**src/design/lsbs_pkg.sv**
```systemverilog
// Shared definitions for the light style brightness sequencer: field widths,
// mode and style codes, pattern strings, pattern lengths and the pattern lookup.
// No dependencies.
`timescale 1ns / 1ps
`default_nettype none

package lsbs_pkg;

    // Field widths
    localparam int MODE_W   = 2;
    localparam int NOW_W    = 32;
    localparam int PICK_W   = 3;
    localparam int STYLE_W  = 4;
    localparam int LVL_W    = 4;

    // Stream word widths
    localparam int S_TDATA_W = 40;
    localparam int S_TUSER_W = MODE_W;
    localparam int M_TDATA_W = 8;
    localparam int M_TUSER_W = 1;

    // Parameter defaults
    localparam int DEF_TIME_WIDTH = 32;
    localparam int DEF_SLOT_SHIFT = 5;

    // Mode codes
    localparam logic [MODE_W-1:0] MODE_TICK = 2'd0;
    localparam logic [MODE_W-1:0] MODE_ON   = 2'd1;
    localparam logic [MODE_W-1:0] MODE_OFF  = 2'd2;

    // Style codes
    localparam logic [STYLE_W-1:0] STYLE_NONE     = 4'd0;
    localparam logic [STYLE_W-1:0] STYLE_SINE     = 4'd1;
    localparam logic [STYLE_W-1:0] STYLE_FADE_IN  = 4'd2;
    localparam logic [STYLE_W-1:0] STYLE_FADE_OUT = 4'd3;
    localparam logic [STYLE_W-1:0] STYLE_FADE_IO  = 4'd4;
    localparam logic [STYLE_W-1:0] STYLE_NEON     = 4'd5;
    localparam logic [STYLE_W-1:0] STYLE_BROKEN   = 4'd6;
    localparam logic [STYLE_W-1:0] STYLE_ARC      = 4'd7;
    localparam logic [STYLE_W-1:0] STYLE_FIRE     = 4'd8;

    // Timing thresholds in ms
    localparam int FADE_MS     = 1000;
    localparam int NEON_END_MS = 2000;

    // Pattern strings, first character in the top byte
    localparam PAT_SINE_S   = "ABCDEFGHIJKLMNOPPONMLKJIHGFEDCBA";
    localparam PAT_UP_S     =
        "ABCDEFGHIJKLMNOPPPPPPPPPPPPPPPPPPPPPPPPPPPPPPPPPPPPPPPPPPPPPPPPPPPPPPPPPPPPPPPPPP";
    localparam PAT_DOWN_S   =
        "PONMLKJIHGFEDCBAAAAAAAAAAAAAAAAAAAAAAAAAAAAAAAAAAAAAAAAAAAAAAAAAAAAAAAAAAAAAAAAA";
    localparam PAT_BROKEN_S = "PAAPAPPAPAAAPAPPAAAAPAAPPPPAPAAAPAAPAAAAPAAPAAAAAAAAAPPPP";
    localparam PAT_SPARK_S  =
        "PAPAPAPAPAPAAAAAAAAAAAAAAAAAAAAAAAAPAPAPAPAAAAAAAAAAAAAPAPAAAAAAAAAAA";
    localparam PAT_FLAME_S  = "FFFFFFFFFF8FFFFFFFF8FFFFF8F8FFF8FFFFFFFFFFFF8FFFFFFF";
    localparam PAT_N0_S     = "PAPAPPAPAAAPAPPAAAAPAAPPAPAAAPAAPAAAAPAAPAAAPAAPAAAP";
    localparam PAT_N1_S     = "APPPAPPAPPAAAAAPAPPAAAAAAAAAAPAAAAPAAAAPAAAAAPAAAAPA";
    localparam PAT_N2_S     = "AAAAAAAPAAAAAPAAAPPPPPPPPPPAAAAAAAPPPPPAPPPPPPPAAAAA";
    localparam PAT_N3_S     = "APAPPPAPAAAAAPPAAAPAPPAAPAPAAAPAPPPAAAPAPPPAPAPAAAPA";
    localparam PAT_N4_S     = "PPPPAPPPPPAAAAAAAAAAAAAAAAAAAAAAAAAAAAAAPPAPPPPAPPPP";
    localparam PAT_N5_S     = "PPPPPPPPPAPPPPPPPPPAPAAAAPPPPPPPAAAAAAPPPPAAAAPPPPPP";
    localparam PAT_N6_S     = "AAPPPAPPAPPPAPAAPPPAPAAPAPAPAPAPPAPPPAAAPAPPAAPPAPAA";
    localparam PAT_N7_S     = "PPAPAAPPAPAPAAAPAPPPAAPPAPAPAPPAPPPAPPPPAAPPAPAPAPPA";

    localparam int LEN_SINE   = $bits(PAT_SINE_S) / 8;
    localparam int LEN_UP     = $bits(PAT_UP_S) / 8;
    localparam int LEN_DOWN   = $bits(PAT_DOWN_S) / 8;
    localparam int LEN_BROKEN = $bits(PAT_BROKEN_S) / 8;
    localparam int LEN_SPARK  = $bits(PAT_SPARK_S) / 8;
    localparam int LEN_FLAME  = $bits(PAT_FLAME_S) / 8;
    localparam int LEN_NEON   = $bits(PAT_N0_S) / 8;

    typedef enum logic [2:0] {
        PAT_SINE,
        PAT_UP,
        PAT_DOWN,
        PAT_BROKEN,
        PAT_SPARK,
        PAT_FLAME,
        PAT_NEON
    } t_pat;

    localparam int NPAT = 7;
    localparam int LEN_TAB [NPAT] = '{LEN_SINE, LEN_UP, LEN_DOWN, LEN_BROKEN,
                                      LEN_SPARK, LEN_FLAME, LEN_NEON};

    function automatic int imax(input int a, input int b);
        return (a > b) ? a : b;
    endfunction

    function automatic int imin(input int a, input int b);
        return (a < b) ? a : b;
    endfunction

    localparam int LEN_MAX = imax(imax(imax(LEN_SINE, LEN_UP), imax(LEN_DOWN, LEN_BROKEN)),
                                  imax(imax(LEN_SPARK, LEN_FLAME), LEN_NEON));
    localparam int LEN_MIN = imin(imin(imin(LEN_SINE, LEN_UP), imin(LEN_DOWN, LEN_BROKEN)),
                                  imin(imin(LEN_SPARK, LEN_FLAME), LEN_NEON));
    localparam int SLOT_W  = $clog2(LEN_MAX);

    // Level at one slot of a pattern; letters map A..P to 0..15, the flame
    // pattern is read as hex digits.
    function automatic logic [LVL_W-1:0] pat_level(input t_pat p,
                                                   input logic [PICK_W-1:0] n,
                                                   input logic [SLOT_W-1:0] s);
        int         i;
        logic [7:0] c;
        i = int'(s);
        c = "A";
        case (p)
            PAT_SINE:   c = PAT_SINE_S[8*(LEN_SINE-1-i) +: 8];
            PAT_UP:     c = PAT_UP_S[8*(LEN_UP-1-i) +: 8];
            PAT_DOWN:   c = PAT_DOWN_S[8*(LEN_DOWN-1-i) +: 8];
            PAT_BROKEN: c = PAT_BROKEN_S[8*(LEN_BROKEN-1-i) +: 8];
            PAT_SPARK:  c = PAT_SPARK_S[8*(LEN_SPARK-1-i) +: 8];
            PAT_FLAME:  c = PAT_FLAME_S[8*(LEN_FLAME-1-i) +: 8];
            PAT_NEON: begin
                unique case (n)
                    3'd0: c = PAT_N0_S[8*(LEN_NEON-1-i) +: 8];
                    3'd1: c = PAT_N1_S[8*(LEN_NEON-1-i) +: 8];
                    3'd2: c = PAT_N2_S[8*(LEN_NEON-1-i) +: 8];
                    3'd3: c = PAT_N3_S[8*(LEN_NEON-1-i) +: 8];
                    3'd4: c = PAT_N4_S[8*(LEN_NEON-1-i) +: 8];
                    3'd5: c = PAT_N5_S[8*(LEN_NEON-1-i) +: 8];
                    3'd6: c = PAT_N6_S[8*(LEN_NEON-1-i) +: 8];
                    3'd7: c = PAT_N7_S[8*(LEN_NEON-1-i) +: 8];
                endcase
            end
            default: c = "A";
        endcase
        if (p == PAT_FLAME) begin
            return (c < "A") ? c[3:0] : c[3:0] + 4'd9;
        end
        return c[3:0] - 4'd1;
    endfunction

endpackage

`default_nettype wire

```
**src/design/light_style_brightness_sequencer.sv**
```systemverilog
// Throughput: one word per cycle while the result stream is not stalled; the five
// register stages (state read-modify-write, chunk fold, reciprocal multiply,
// remainder with pattern lookup, output) advance in that order, each holding while
// the next stage is full and stalled; the state entry is forwarded between neighbors.
// Reset (i_rst_n low at a clock edge): style 0, pipeline empty, state entry reads
// as its reset value (light on, nothing pending, change time 0, neon pattern 0).
// Top level of the light style brightness sequencer; uses lsbs_pkg.
`timescale 1ns / 1ps
`default_nettype none

module light_style_brightness_sequencer
    import lsbs_pkg::*;
#(
    parameter int TIME_WIDTH = DEF_TIME_WIDTH,
    parameter int SLOT_SHIFT = DEF_SLOT_SHIFT
) (
    input  wire logic                 i_clk,
    input  wire logic                 i_rst_n,
    // style register write
    input  wire logic                 i_cfg_we,
    input  wire logic [STYLE_W-1:0]   i_cfg_wdata,
    // input stream
    input  wire logic                 s_axis_tvalid,
    output logic                      s_axis_tready,
    input  wire logic [S_TDATA_W-1:0] s_axis_tdata,  // [31:0] now_ms, [34:32] random_pick
    input  wire logic [S_TUSER_W-1:0] s_axis_tuser,  // [1:0] mode
    // result stream
    output logic                      m_axis_tvalid,
    input  wire logic                 m_axis_tready,
    output logic [M_TDATA_W-1:0]      m_axis_tdata,  // [3:0] brightness
    output logic [M_TUSER_W-1:0]      m_axis_tuser   // [0] apply
);

    // ------------------------------------------------------------------
    // Derived sizes for the slot modulo unit
    // ------------------------------------------------------------------
    localparam int SLOT_BITS = TIME_WIDTH - SLOT_SHIFT;
    localparam int NCH       = (SLOT_BITS + 7) / 8;              // byte chunks of the slot
    localparam int CHW       = 8 * NCH;
    localparam int LW        = $clog2(LEN_MAX + 1);              // pattern length and weights
    localparam int R1W       = $clog2(NCH * 255 * (LEN_MAX - 1) + 1);
    localparam int MW        = $clog2((2 ** R1W) / LEN_MIN + 1);  // reciprocal width
    localparam int PW        = R1W + MW;

    typedef enum logic [2:0] {
        RULE_NONE,   // no write
        RULE_FULL,   // write 15
        RULE_DARK,   // write 0
        RULE_LOOP,   // write the looping pattern
        RULE_FADE,   // write the pattern during the fade window
        RULE_NEON    // neon pattern during the fade window, then full until the end
    } t_rule;

    typedef struct packed {
        logic                  lit;
        logic                  changed;
        logic [TIME_WIDTH-1:0] change_time;
        logic [PICK_W-1:0]     neon;
    } t_state;

    localparam t_state STATE_RST = '{lit: 1'b1, changed: 1'b0, change_time: '0, neon: '0};

    // ------------------------------------------------------------------
    // Constant tables for the modulo unit: chunk weights 256^k mod L,
    // reciprocals floor(2^R1W / L) and the lengths themselves.
    // ------------------------------------------------------------------
    logic [LW-1:0] w_tab [NPAT][NCH];
    logic [MW-1:0] m_tab [NPAT];
    logic [LW-1:0] l_tab [NPAT];

    for (genvar gp = 0; gp < NPAT; gp++) begin : g_pat
        localparam longint unsigned MV = (64'd1 << R1W) / longint'(LEN_TAB[gp]);
        assign m_tab[gp] = MW'(MV);
        assign l_tab[gp] = LW'(LEN_TAB[gp]);
        for (genvar gk = 0; gk < NCH; gk++) begin : g_chunk
            localparam longint unsigned WV = (64'd1 << (8 * gk)) % longint'(LEN_TAB[gp]);
            assign w_tab[gp][gk] = LW'(WV);
        end
    end

    // ------------------------------------------------------------------
    // Style register
    // ------------------------------------------------------------------
    logic [STYLE_W-1:0] r_style;

    always_ff @(posedge i_clk) begin
        if (!i_rst_n) begin
            r_style <= STYLE_NONE;
        end else if (i_cfg_we) begin
            r_style <= i_cfg_wdata;
        end
    end

    // ------------------------------------------------------------------
    // Pipeline handshake: each stage loads when it is empty or drains.
    // ------------------------------------------------------------------
    logic r_s1_vld, r_s2_vld, r_s3_vld, r_s4_vld, r_o_vld;
    logic rdy1, rdy2, rdy3, rdy4, rdy_o;
    logic s_acc;

    assign rdy_o = !r_o_vld  || m_axis_tready;
    assign rdy4  = !r_s4_vld || rdy_o;
    assign rdy3  = !r_s3_vld || rdy4;
    assign rdy2  = !r_s2_vld || rdy3;
    assign rdy1  = !r_s1_vld || rdy2;
    assign s_acc = s_axis_tvalid && rdy1;

    assign s_axis_tready = rdy1;

    always_ff @(posedge i_clk) begin
        if (!i_rst_n) begin
            r_s1_vld <= 1'b0;
            r_s2_vld <= 1'b0;
            r_s3_vld <= 1'b0;
            r_s4_vld <= 1'b0;
            r_o_vld  <= 1'b0;
        end else begin
            if (rdy1) r_s1_vld <= s_axis_tvalid;
            if (rdy2) r_s2_vld <= r_s1_vld;
            if (rdy3) r_s3_vld <= r_s2_vld;
            if (rdy4) r_s4_vld <= r_s3_vld;
            if (rdy_o) r_o_vld <= r_s4_vld;
        end
    end

    // ------------------------------------------------------------------
    // Stage 1: input word and state entry read
    // The state memory has one entry; the read is issued at the accept edge
    // and lands next to the word. A write-back at that same edge is missed by
    // the read, so it is forwarded.
    // ------------------------------------------------------------------
    t_state              r_mem [1];
    logic                r_mem_vld;      // entry written since reset
    t_state              r_rd;
    logic                r_rd_vld;
    t_state              r_fwd_data;
    logic                r_fwd_hit;
    logic [MODE_W-1:0]   r_s1_mode;
    logic [NOW_W-1:0]    r_s1_now;
    logic [PICK_W-1:0]   r_s1_pick;

    t_state                s1_cur;
    t_state                n_state;
    logic [TIME_WIDTH-1:0] s1_now_t;
    logic [TIME_WIDTH-1:0] s1_elapsed;
    t_rule                 s1_rule;
    t_pat                  s1_pat;
    logic                  wr_en;

    assign wr_en = r_s1_vld && rdy2;

    always_comb begin
        s1_cur     = r_fwd_hit ? r_fwd_data : (r_rd_vld ? r_rd : STATE_RST);
        s1_now_t   = TIME_WIDTH'(r_s1_now);
        s1_elapsed = s1_now_t - s1_cur.change_time;
        n_state    = s1_cur;
        s1_rule    = RULE_NONE;
        s1_pat     = PAT_SINE;
        unique case (r_s1_mode)
            MODE_ON, MODE_OFF: begin
                // switch only when the light really changes
                if (s1_cur.lit != (r_s1_mode == MODE_ON)) begin
                    n_state.lit         = (r_s1_mode == MODE_ON);
                    n_state.changed     = 1'b1;
                    n_state.change_time = s1_now_t;
                end
            end
            MODE_TICK: begin
                n_state.changed = 1'b0;
                if (s1_cur.lit) begin
                    unique case (r_style)
                        STYLE_NONE: begin
                            s1_rule = s1_cur.changed ? RULE_FULL : RULE_NONE;
                        end
                        STYLE_SINE: begin
                            s1_rule = RULE_LOOP;
                            s1_pat  = PAT_SINE;
                        end
                        STYLE_FADE_IN, STYLE_FADE_IO: begin
                            s1_rule = RULE_FADE;
                            s1_pat  = PAT_UP;
                        end
                        STYLE_NEON: begin
                            // draw a fresh neon pattern on the first tick after a switch
                            if (s1_cur.changed) begin
                                n_state.neon = r_s1_pick;
                            end
                            s1_rule = RULE_NEON;
                            s1_pat  = PAT_NEON;
                        end
                        STYLE_BROKEN: begin
                            s1_rule = RULE_LOOP;
                            s1_pat  = PAT_BROKEN;
                        end
                        STYLE_ARC: begin
                            s1_rule = RULE_LOOP;
                            s1_pat  = PAT_SPARK;
                        end
                        STYLE_FIRE: begin
                            s1_rule = RULE_LOOP;
                            s1_pat  = PAT_FLAME;
                        end
                        default: s1_rule = RULE_NONE;
                    endcase
                end else begin
                    unique case (r_style)
                        STYLE_FADE_OUT, STYLE_FADE_IO: begin
                            s1_rule = RULE_FADE;
                            s1_pat  = PAT_DOWN;
                        end
                        STYLE_NONE, STYLE_SINE, STYLE_FADE_IN, STYLE_NEON,
                        STYLE_BROKEN, STYLE_ARC, STYLE_FIRE: begin
                            s1_rule = s1_cur.changed ? RULE_DARK : RULE_NONE;
                        end
                        default: s1_rule = RULE_NONE;
                    endcase
                end
            end
            default: ;  // unused mode: no state change, no write
        endcase
    end

    always_ff @(posedge i_clk) begin
        if (wr_en) begin
            r_mem[0] <= n_state;
        end
        if (s_acc) begin
            r_rd       <= r_mem[0];
            r_fwd_data <= n_state;
            r_s1_mode  <= s_axis_tuser[MODE_W-1:0];
            r_s1_now   <= s_axis_tdata[NOW_W-1:0];
            r_s1_pick  <= s_axis_tdata[NOW_W +: PICK_W];
        end
    end

    always_ff @(posedge i_clk) begin
        if (!i_rst_n) begin
            r_mem_vld <= 1'b0;
            r_rd_vld  <= 1'b0;
            r_fwd_hit <= 1'b0;
        end else begin
            if (wr_en) r_mem_vld <= 1'b1;
            if (s_acc) begin
                r_rd_vld  <= r_mem_vld;
                r_fwd_hit <= wr_en;
            end
        end
    end

    // ------------------------------------------------------------------
    // Stage 2: resolve the write decision and fold the slot into a short sum
    // of byte chunks times 256^k mod L.
    // ------------------------------------------------------------------
    t_rule                 r_s2_rule;
    t_pat                  r_s2_pat;
    logic [PICK_W-1:0]     r_s2_neon;
    logic [TIME_WIDTH-1:0] r_s2_elapsed;

    always_ff @(posedge i_clk) begin
        if (rdy2) begin
            r_s2_rule    <= s1_rule;
            r_s2_pat     <= s1_pat;
            r_s2_neon    <= n_state.neon;
            r_s2_elapsed <= s1_elapsed;
        end
    end

    logic [SLOT_BITS-1:0] s2_slot;
    logic [CHW-1:0]       s2_slot_pad;
    logic                 s2_in_fade, s2_in_neon;
    logic                 n_s3_apply, n_s3_use_pat;
    logic [LVL_W-1:0]     n_s3_lvl;
    logic [R1W-1:0]       n_s3_r1;

    always_comb begin
        s2_slot      = r_s2_elapsed[TIME_WIDTH-1:SLOT_SHIFT];
        s2_slot_pad  = CHW'(s2_slot);
        s2_in_fade   = r_s2_elapsed < TIME_WIDTH'(FADE_MS);
        s2_in_neon   = r_s2_elapsed < TIME_WIDTH'(NEON_END_MS);
        n_s3_apply   = 1'b0;
        n_s3_use_pat = 1'b0;
        n_s3_lvl     = '0;
        unique case (r_s2_rule)
            RULE_FULL: begin
                n_s3_apply = 1'b1;
                n_s3_lvl   = '1;
            end
            RULE_DARK: n_s3_apply = 1'b1;
            RULE_LOOP: begin
                n_s3_apply   = 1'b1;
                n_s3_use_pat = 1'b1;
            end
            RULE_FADE: begin
                n_s3_apply   = s2_in_fade;
                n_s3_use_pat = s2_in_fade;
            end
            RULE_NEON: begin
                n_s3_apply   = s2_in_neon;
                n_s3_use_pat = s2_in_fade;
                n_s3_lvl     = '1;
            end
            default: ;
        endcase

        n_s3_r1 = '0;
        for (int k = 0; k < NCH; k++) begin
            n_s3_r1 = n_s3_r1 + R1W'(R1W'(s2_slot_pad[8*k +: 8]) * R1W'(w_tab[r_s2_pat][k]));
        end
    end

    // ------------------------------------------------------------------
    // Stage 3: quotient estimate by reciprocal multiply
    // ------------------------------------------------------------------
    logic              r_s3_apply, r_s3_use_pat;
    logic [LVL_W-1:0]  r_s3_lvl;
    t_pat              r_s3_pat;
    logic [PICK_W-1:0] r_s3_neon;
    logic [R1W-1:0]    r_s3_r1;

    always_ff @(posedge i_clk) begin
        if (rdy3) begin
            r_s3_apply   <= n_s3_apply;
            r_s3_use_pat <= n_s3_use_pat;
            r_s3_lvl     <= n_s3_lvl;
            r_s3_pat     <= r_s2_pat;
            r_s3_neon    <= r_s2_neon;
            r_s3_r1      <= n_s3_r1;
        end
    end

    logic [PW-1:0] s3_prod;

    assign s3_prod = PW'(r_s3_r1) * PW'(m_tab[r_s3_pat]);

    // ------------------------------------------------------------------
    // Stage 4: remainder with one correction step, then pattern lookup
    // ------------------------------------------------------------------
    logic              r_s4_apply, r_s4_use_pat;
    logic [LVL_W-1:0]  r_s4_lvl;
    t_pat              r_s4_pat;
    logic [PICK_W-1:0] r_s4_neon;
    logic [R1W-1:0]    r_s4_r1;
    logic [MW-1:0]     r_s4_q;

    always_ff @(posedge i_clk) begin
        if (rdy4) begin
            r_s4_apply   <= r_s3_apply;
            r_s4_use_pat <= r_s3_use_pat;
            r_s4_lvl     <= r_s3_lvl;
            r_s4_pat     <= r_s3_pat;
            r_s4_neon    <= r_s3_neon;
            r_s4_r1      <= r_s3_r1;
            r_s4_q       <= s3_prod[PW-1:R1W];
        end
    end

    logic [R1W-1:0]    s4_qm, s4_rem, s4_len;
    logic [SLOT_W-1:0] s4_slot;
    logic [LVL_W-1:0]  n_o_lvl;

    always_comb begin
        s4_len = R1W'(l_tab[r_s4_pat]);
        s4_qm  = R1W'(R1W'(r_s4_q) * s4_len);
        s4_rem = r_s4_r1 - s4_qm;
        // estimate is at most one short
        if (s4_rem >= s4_len) begin
            s4_rem = s4_rem - s4_len;
        end
        s4_slot = SLOT_W'(s4_rem);
        if (!r_s4_apply) begin
            n_o_lvl = '0;
        end else if (r_s4_use_pat) begin
            n_o_lvl = pat_level(r_s4_pat, r_s4_neon, s4_slot);
        end else begin
            n_o_lvl = r_s4_lvl;
        end
    end

    // ------------------------------------------------------------------
    // Output register: hold while the sink stalls
    // ------------------------------------------------------------------
    logic             r_o_apply;
    logic [LVL_W-1:0] r_o_lvl;

    always_ff @(posedge i_clk) begin
        if (rdy_o) begin
            r_o_apply <= r_s4_apply;
            r_o_lvl   <= n_o_lvl;
        end
    end

    assign m_axis_tvalid = r_o_vld;
    assign m_axis_tdata  = {{(M_TDATA_W-LVL_W){1'b0}}, r_o_lvl};
    assign m_axis_tuser  = M_TUSER_W'(r_o_apply);

endmodule

`default_nettype wire

```
**config.mk**
```make
export PLATFORM = sky130hd
export DESIGN_NAME = light_style_brightness_sequencer
export DESIGN_NICKNAME = d
export VERILOG_FILES = /design/src/design/lsbs_pkg.sv /design/src/design/light_style_brightness_sequencer.sv
export SDC_FILE = /design/constraint.sdc
export NUM_CORES = 1
export LEC_CHECK = 0
export BUFFER_PORTS_ARGS = -buffer_cell sky130_fd_sc_hd__buf_2
export CAP_MARGIN = 30
export CORE_ASPECT_RATIO = 1.2
export CORE_UTILIZATION = 60
export DETAILED_ROUTE_END_ITERATION = 12
export PLACE_DENSITY = 0.77
export SYNTH_ARGS = -nofsm -noshare
export SYNTH_HDL_FRONTEND = slang
export SYNTH_SLANG_ARGS = --single-unit
```
**constraint.sdc**
```tcl
create_clock -name i_clk -period 21 [get_ports i_clk]
set_input_delay 3.15 -clock i_clk [delete_from_list [all_inputs] [get_ports i_clk]]
set_output_delay 3.15 -clock i_clk [all_outputs]
set_load 0.01 [all_outputs]
```
==> Word-level counts from Yosys, hierarchy flattened <==
Memories as Yosys holds them, arrays and structs flattened. A register that Yosys moved wholly into a read port is not among the register bits.
Index checks and enable logic that the tools add are counted.
{ "totals": {"regBits": 203, "ramBits": 37, "mem_count": 4, "input_bits": 51, "rom_bits": 384} }
{ "op_classes": {"mul": 6, "order_cmp": 7, "n_eq_ne": 29, "shift": 14, "muxes": 41, "bitwise_logic": 3, "n_addsub": 14, "n_reduce_logical": 24} }
{ "mem_list": {"columns": ["memory", "words", "word_bits", "read_ports", "rd_ports_with_merged_regs", "write_ports", "line_no", "text"], "rows": [
  ["(name not given)", 8, 28, 1, 0, 0, "light_style_brightness_sequencer.sv:307", "n_s3_r1 = n_s3_r1 + R1W'(R1W'(s2_slot_pad[8*k +: 8]) * R1W'(w_tab[r_s2_pat][k]));"],
  ["(name not given)", 8, 13, 1, 0, 0, "light_style_brightness_sequencer.sv:333", "assign s3_prod = PW'(r_s3_r1) * PW'(m_tab[r_s3_pat]);"],
  ["(name not given)", 8, 7, 1, 0, 0, "light_style_brightness_sequencer.sv:362", "s4_len = R1W'(l_tab[r_s4_pat]);"],
  ["r_mem", 1, 37, 1, 1, 1, "light_style_brightness_sequencer.sv:132", "t_state r_mem [1];"]
]} }
{ "op_table": {"columns": ["op", "count"], "rows": [
  ["$shiftx A416 B11 Y8 const A", 9],
  ["$shiftx A648 B11 Y8 const A", 1],
  ["$shiftx A640 B11 Y8 const A", 1],
  ["$shiftx A552 B11 Y8 const A", 1],
  ["$shiftx A456 B11 Y8 const A", 1],
  ["$shiftx A256 B11 Y8 const A", 1],
  ["$mux W37", 2],
  ["$pmux W8 S8", 1],
  ["$mux W28", 2],
  ["$pmux W8 S7", 1],
  ["$mul A8 B7 Y15", 3],
  ["$mux W34", 1],
  ["$lt A32 B10 Y1 const B", 1],
  ["$lt A32 B11 Y1 const B", 1],
  ["$mux W32", 1],
  ["$sub A32 B32 Y32", 1],
  ["$mul A17 B13 Y30", 1],
  ["$eq A3 B3 Y1 const B", 9],
  ["$mux W13", 2],
  ["$sub A7 B7 Y8 const A", 3],
  ["$mux W7", 3],
  ["$mux W4", 5],
  ["$eq A3 B2 Y1 const B", 6],
  ["$mux W3", 6],
  ["41 further kinds", 75]
]} }

==> Depth between registers and ports, before layout <==
{ "depth": {"ltp_word": 19, "mapped_depth": 49, "ltp_nobuf": 44} }

==> Least setup slack after synthesis <==
No wires, ideal clock.
{ "synth_timing": {"path_type": "register -> register", "start": "register r_s4_pat[0]", "end": "register r_o_lvl[3] (data pin)", "setup_ns": 0.255, "arrival_ns": 10.669, "path_buffers": 5, "stages_incl_launch_ff": 46, "t_required_ns": 20.745, "path_slack_ns": 10.076, "cell_sequence": "edfxtp_1 inv_1 ha_1 mux2i_1 clkbuf_1 and2_1 ha_1 ha_1 inv_1 fa_1 inv_1 fa_1 inv_1 ha_1 xor2_1 inv_2 ha_1 a21o_1 [10 not listed] ha_1 clkbuf_1 nand2_1 or3_1 a32oi_1 o21bai_1 a211oi_1 a2111oi_0 or4_1 a311oi_2 ha_1 o31ai_1 or4_1 nor3_1 and3_1 a211oi_2 a221o_1 and3_1"} }
{ "synth_via": {"elab_chain_len": 19, "elab_cells_between_ends": 50, "classes_between": "add/sub: 10; mul: 1; order compare: 2; eq/ne: 6; shift: 14; mux: 14; bitwise: 1; reduce/logical: 1; memory: 1"} }
{ "synth_rtl": {"columns": ["element", "line_no", "text"], "rows": [
  ["start: declaration", "light_style_brightness_sequencer.sv:340", "t_pat r_s4_pat;"],
  ["start signal: assignment", "light_style_brightness_sequencer.sv:350", "r_s4_pat <= r_s3_pat;"],
  ["$not A3 Y4 (not written as such)", "light_style_brightness_sequencer.sv:362", null],
  ["$mem_v2 Z8 W7", null, null],
  ["$mux W7 (not written as such) (2 in a row)", "light_style_brightness_sequencer.sv:362", null],
  ["$mul A13 B7 Y17", "light_style_brightness_sequencer.sv:363", "s4_qm = R1W'(R1W'(r_s4_q) * s4_len);"],
  ["$sub A17 B17 Y17", "light_style_brightness_sequencer.sv:364", "s4_rem = r_s4_r1 - s4_qm;"],
  ["$ge A17 B7 Y1 / $sub A7 B7 Y7 (equally long branches)", "light_style_brightness_sequencer.sv:366, light_style_brightness_sequencer.sv:367", null],
  ["$mux W7", "light_style_brightness_sequencer.sv:366", "if (s4_rem >= s4_len) begin"],
  ["$sub A6 B7 Y8", null, null],
  ["[2 not listed]", null, null],
  ["$pmux W8 S7", "lsbs_pkg.sv:110", "case (p)"],
  ["$mux W8", "light_style_brightness_sequencer.sv:372", "end else if (r_s4_use_pat) begin"],
  ["$mux W8", "light_style_brightness_sequencer.sv:370", "if (!r_s4_apply) begin"],
  ["$lt A8 B7 Y1 / $add A4 B4 Y4 (equally long branches)", "lsbs_pkg.sv:132", "return (c < \"A\") ? c[3:0] : c[3:0] + 4'd9;"],
  ["$mux W4", "lsbs_pkg.sv:132", null],
  ["$mux W4", "lsbs_pkg.sv:131", "if (p == PAT_FLAME) begin"],
  ["$mux W4 *", "lsbs_pkg.sv:134", "return c[3:0] - 4'd1;"],
  ["$mux W4 *", "light_style_brightness_sequencer.sv:372", null],
  ["end signal: assignment", "light_style_brightness_sequencer.sv:388", "r_o_lvl <= n_o_lvl;"],
  ["end: declaration", "light_style_brightness_sequencer.sv:383", "logic [LVL_W-1:0] r_o_lvl;"]
]} }
Mark *: on every way between the ends. The rest lies on a longest branch, timed or not. The select of a mux whose other input is x is not followed.
A chain may end at the register's enable or synchronous reset.

==> Final worst setup path <==
{ "layout_timing": {"start": "register r_s4_pat[2]", "end": "register r_o_lvl[3] (data pin)"} }
The elaborated chain is that of the path after synthesis.

==> results.toml <==
[sta]
setup_viol_count_final = 0
fin_setup_tns_ns = 0
fin_crit_sh_pct = 65.6
hold_viol_final = 0
finalCriticalPeriod_ns = 13.77
fmaxAchievable_ghz = 0.0726
relSlewSlack_pct = 28.6
grt_setup_unrepaired = "no"
tightest_slew_ns = 1.07
clock_skew_ns = 0.0243
maxSlewViolCount = 0

[worst_setup_path]
reg2reg_from = "r_s4_pat[2]"
cp-start-kind = "register"
cp_slowest_cell = "nor2b_1"
cp_common_cell = "ha_1"
critPathMaxStageDelay_ns = 0.92
rr_endpoint = "r_o_lvl[3]"
crit_fanout = 45
ff2ff_setup_slack_ns = 7.23
endpoint_kind = "register"
rr_worst_depth = 39
cp.arrival_ns = 14.08
crit_type = "register to register"
crit_required_ns = 21.31

[clock_network]
cts_tree = "done"
clk_pin_slew_ns = 0.07
cts_buffer_depth = 3
post_cts_buffers = 0
cts_resized = 0
htree_levels = 1
insertion_delay_ns = 0.57
postCtsHoldBufs = 0
cts_buffers = 25
clockRootBuffer = "clkbuf_16"
cts.sinks = 268

[grt]
grt_max_degree = 73
first_global_vias = 23400
overflow = 0
grt_usage_pct = 30.7
antenna_found_initial = 0
grt_pass1_wl_um = 121000

[yosys]
async_reset_ff_share_pct = 0
synth.distinct_cells = 96
synth_top_area_share_pct = 26.6
yosysMostFrequentCell = "inv_1"
synthCells = 2993
synth_area_leader_cell = "edfxtp_1"
syn_area_um2 = 28900
ys_seq_area_share_pct = 27.5
ys.flop_type = "edfxtp_1"
ys_ff_latch = 268
synth_edf_count = 256
syn_area_per_cell_um2 = 9.65
ys_top_cells_by_area = "edfxtp_1 (27%), fa_1 (21%), ha_1 (11%), inv_1 (5.8%), nand2_1 (3.7%)"
yosys_warnings = 0
synth_commonest_cells = "inv_1 (444), fa_1 (308), nand2_1 (284), ha_1 (259), edfxtp_1 (256)"

[die]
io_pins = 62
die_x_um = 202
fp.coreArea_um2 = 47200
die_h_um = 242
rows = 87
dieArea_um2 = 49000
start_util_pct = 61.1

[hold_path]
min_from = "r_mem[0][29]"
hold_depth = 0
min_path_type = "register to register"
min_to = "r_rd[29]"

[cells_and_area]
fillers = 3696
antennaDiodeCount = 0
nNetsFinal = 3599
drive_above_1_share_pct = 6.57
area_growth_pct = 6.31

[route]
routed_wl_um = 73600
vias_per_cell = 6.16
drc_errors = 0
drt_pass1_iterations = 6
dr_wl_met2_um = 37700
dr_wl_met3_um = 4560
met1Wirelength_um = 28500
top_layer_used = "met4"
initialDrtViolationCount = 2049
drtAntennaViolNets = 0
vias = 22300
wl_per_cell_um = 20.3

[run_status]
run_status = "complete, no violations"

[placement]
numPortBuffers = 52
detailed_place_hpwl_um = 56000
globalplace.congestion = 0.954

[flow_run]
maxCapViolCount = 0
[area by class of cell]
class	count	area, um2	area share (%)
Tap cell	623	779	2.54
Clock inverter	19	240	0.783
Multi-Input combinational cell	2133	18700	61.1
Sequential cell	268	7930	25.8
Timing Repair Buffer	100	673	2.19
Inverter	453	1700	5.54
Clock buffer	27	633	2.06
[state kept, by name (all words and copies together) (netlist names), 4 cells and up]
signal	count
r_fwd_data	37
r_mem	37
r_o_lvl	4
r_rd	37
r_s1_now	32
r_s2_elapsed	29
r_s3_r1	17
r_s4_q	13
r_s4_r1	17
r_style	4
[layer usage]
layer | track usage [%] | vias to the layer above
li1 | - | 10100
met1 | 38.6 | 11000
met2 | 54.7 | 967
met3 | 2.74 | 216
met4 | 11.2 | 0
met5 | 0 | -
[logic make-up after synthesis]
family,synth area share (%)
and+or+nand+nor,15.4
DFF,27.5
AOI/OAI and AO/OA,12.2
muxes,1.66
buffers and inverters,7.85
other,0.0130
adders and majority gates,32.6
xor gates and xnor gates,2.91
[placed cells by master, fill, tap and decap left out, types with 9 or more instances in the layout]
master,count
ha_1,259
mux2i_1,29
o2111ai_1,13
a2111oi_0,11
inv_1,444
a211oi_1,26
nor3_1,52
nand2_1,283
xnor2_1,76
buf_2,52
fa_1,308
o21bai_1,12
edfxtp_1,256
nor2_1,195
a22oi_1,35
xor2_1,20
and3_1,17
a31oi_1,28
o21a_1,26
nand4_1,23
nor4_1,14
nor2b_1,50
nand3_1,54
o21ai_0,75
clkbuf_16,25
a21o_1,14
and2_1,137
a21oi_1,134
or2_2,10
nand2b_1,23
mux2_2,10
buf_4,43
a21boi_0,10
o211ai_1,15
a311oi_1,10
or3_1,9
o31ai_1,12
dfxtp_1,12
[critical path, delay by kind of cell (launching register included)]
family | cells | cell delay (ns)
AOI/OAI and AO/OA | 10 | 2.59
xor gates and xnor gates | 1 | 0.78
adders and majority gates | 8 | 3.04
buffers and inverters | 6 | 1.59
DFF | 1 | 0.74
and+or+nand+nor | 14 | 4.70
[how the worst max path moves through the flow]
stage                     slack [ns]   startpoint         end
after global placement          7.80  r_s4_pat[2]  r_o_lvl[3]
after global routing            6.54  r_s4_pat[2]  r_o_lvl[3]
after CTS                       7.53  r_s4_pat[2]  r_o_lvl[3]
final                           7.23  r_s4_pat[2]  r_o_lvl[3]
after detailed placement        7.59  r_s4_pat[2]  r_o_lvl[3]
after floorplan                10.08  r_s4_pat[0]  r_o_lvl[3]
[through the flow]
step,hold WS (ns),std cells,instance area (um2),utilization (%),setup WS (ns)
after global routing,0.431,3623,30700,65.0,6.54
after detailed placement,0.406,3577,29800,63.1,7.59
final,0.420,3623,30700,65.0,7.23
after CTS,0.422,3623,30700,65.0,7.53
after floorplan,0.400,2996,28900,-,10.08
after global placement,0.401,3569,29700,62.9,7.80
Power is not shown: default switching activity piles up to over one toggle a cycle in this logic, so the estimate is an artifact.
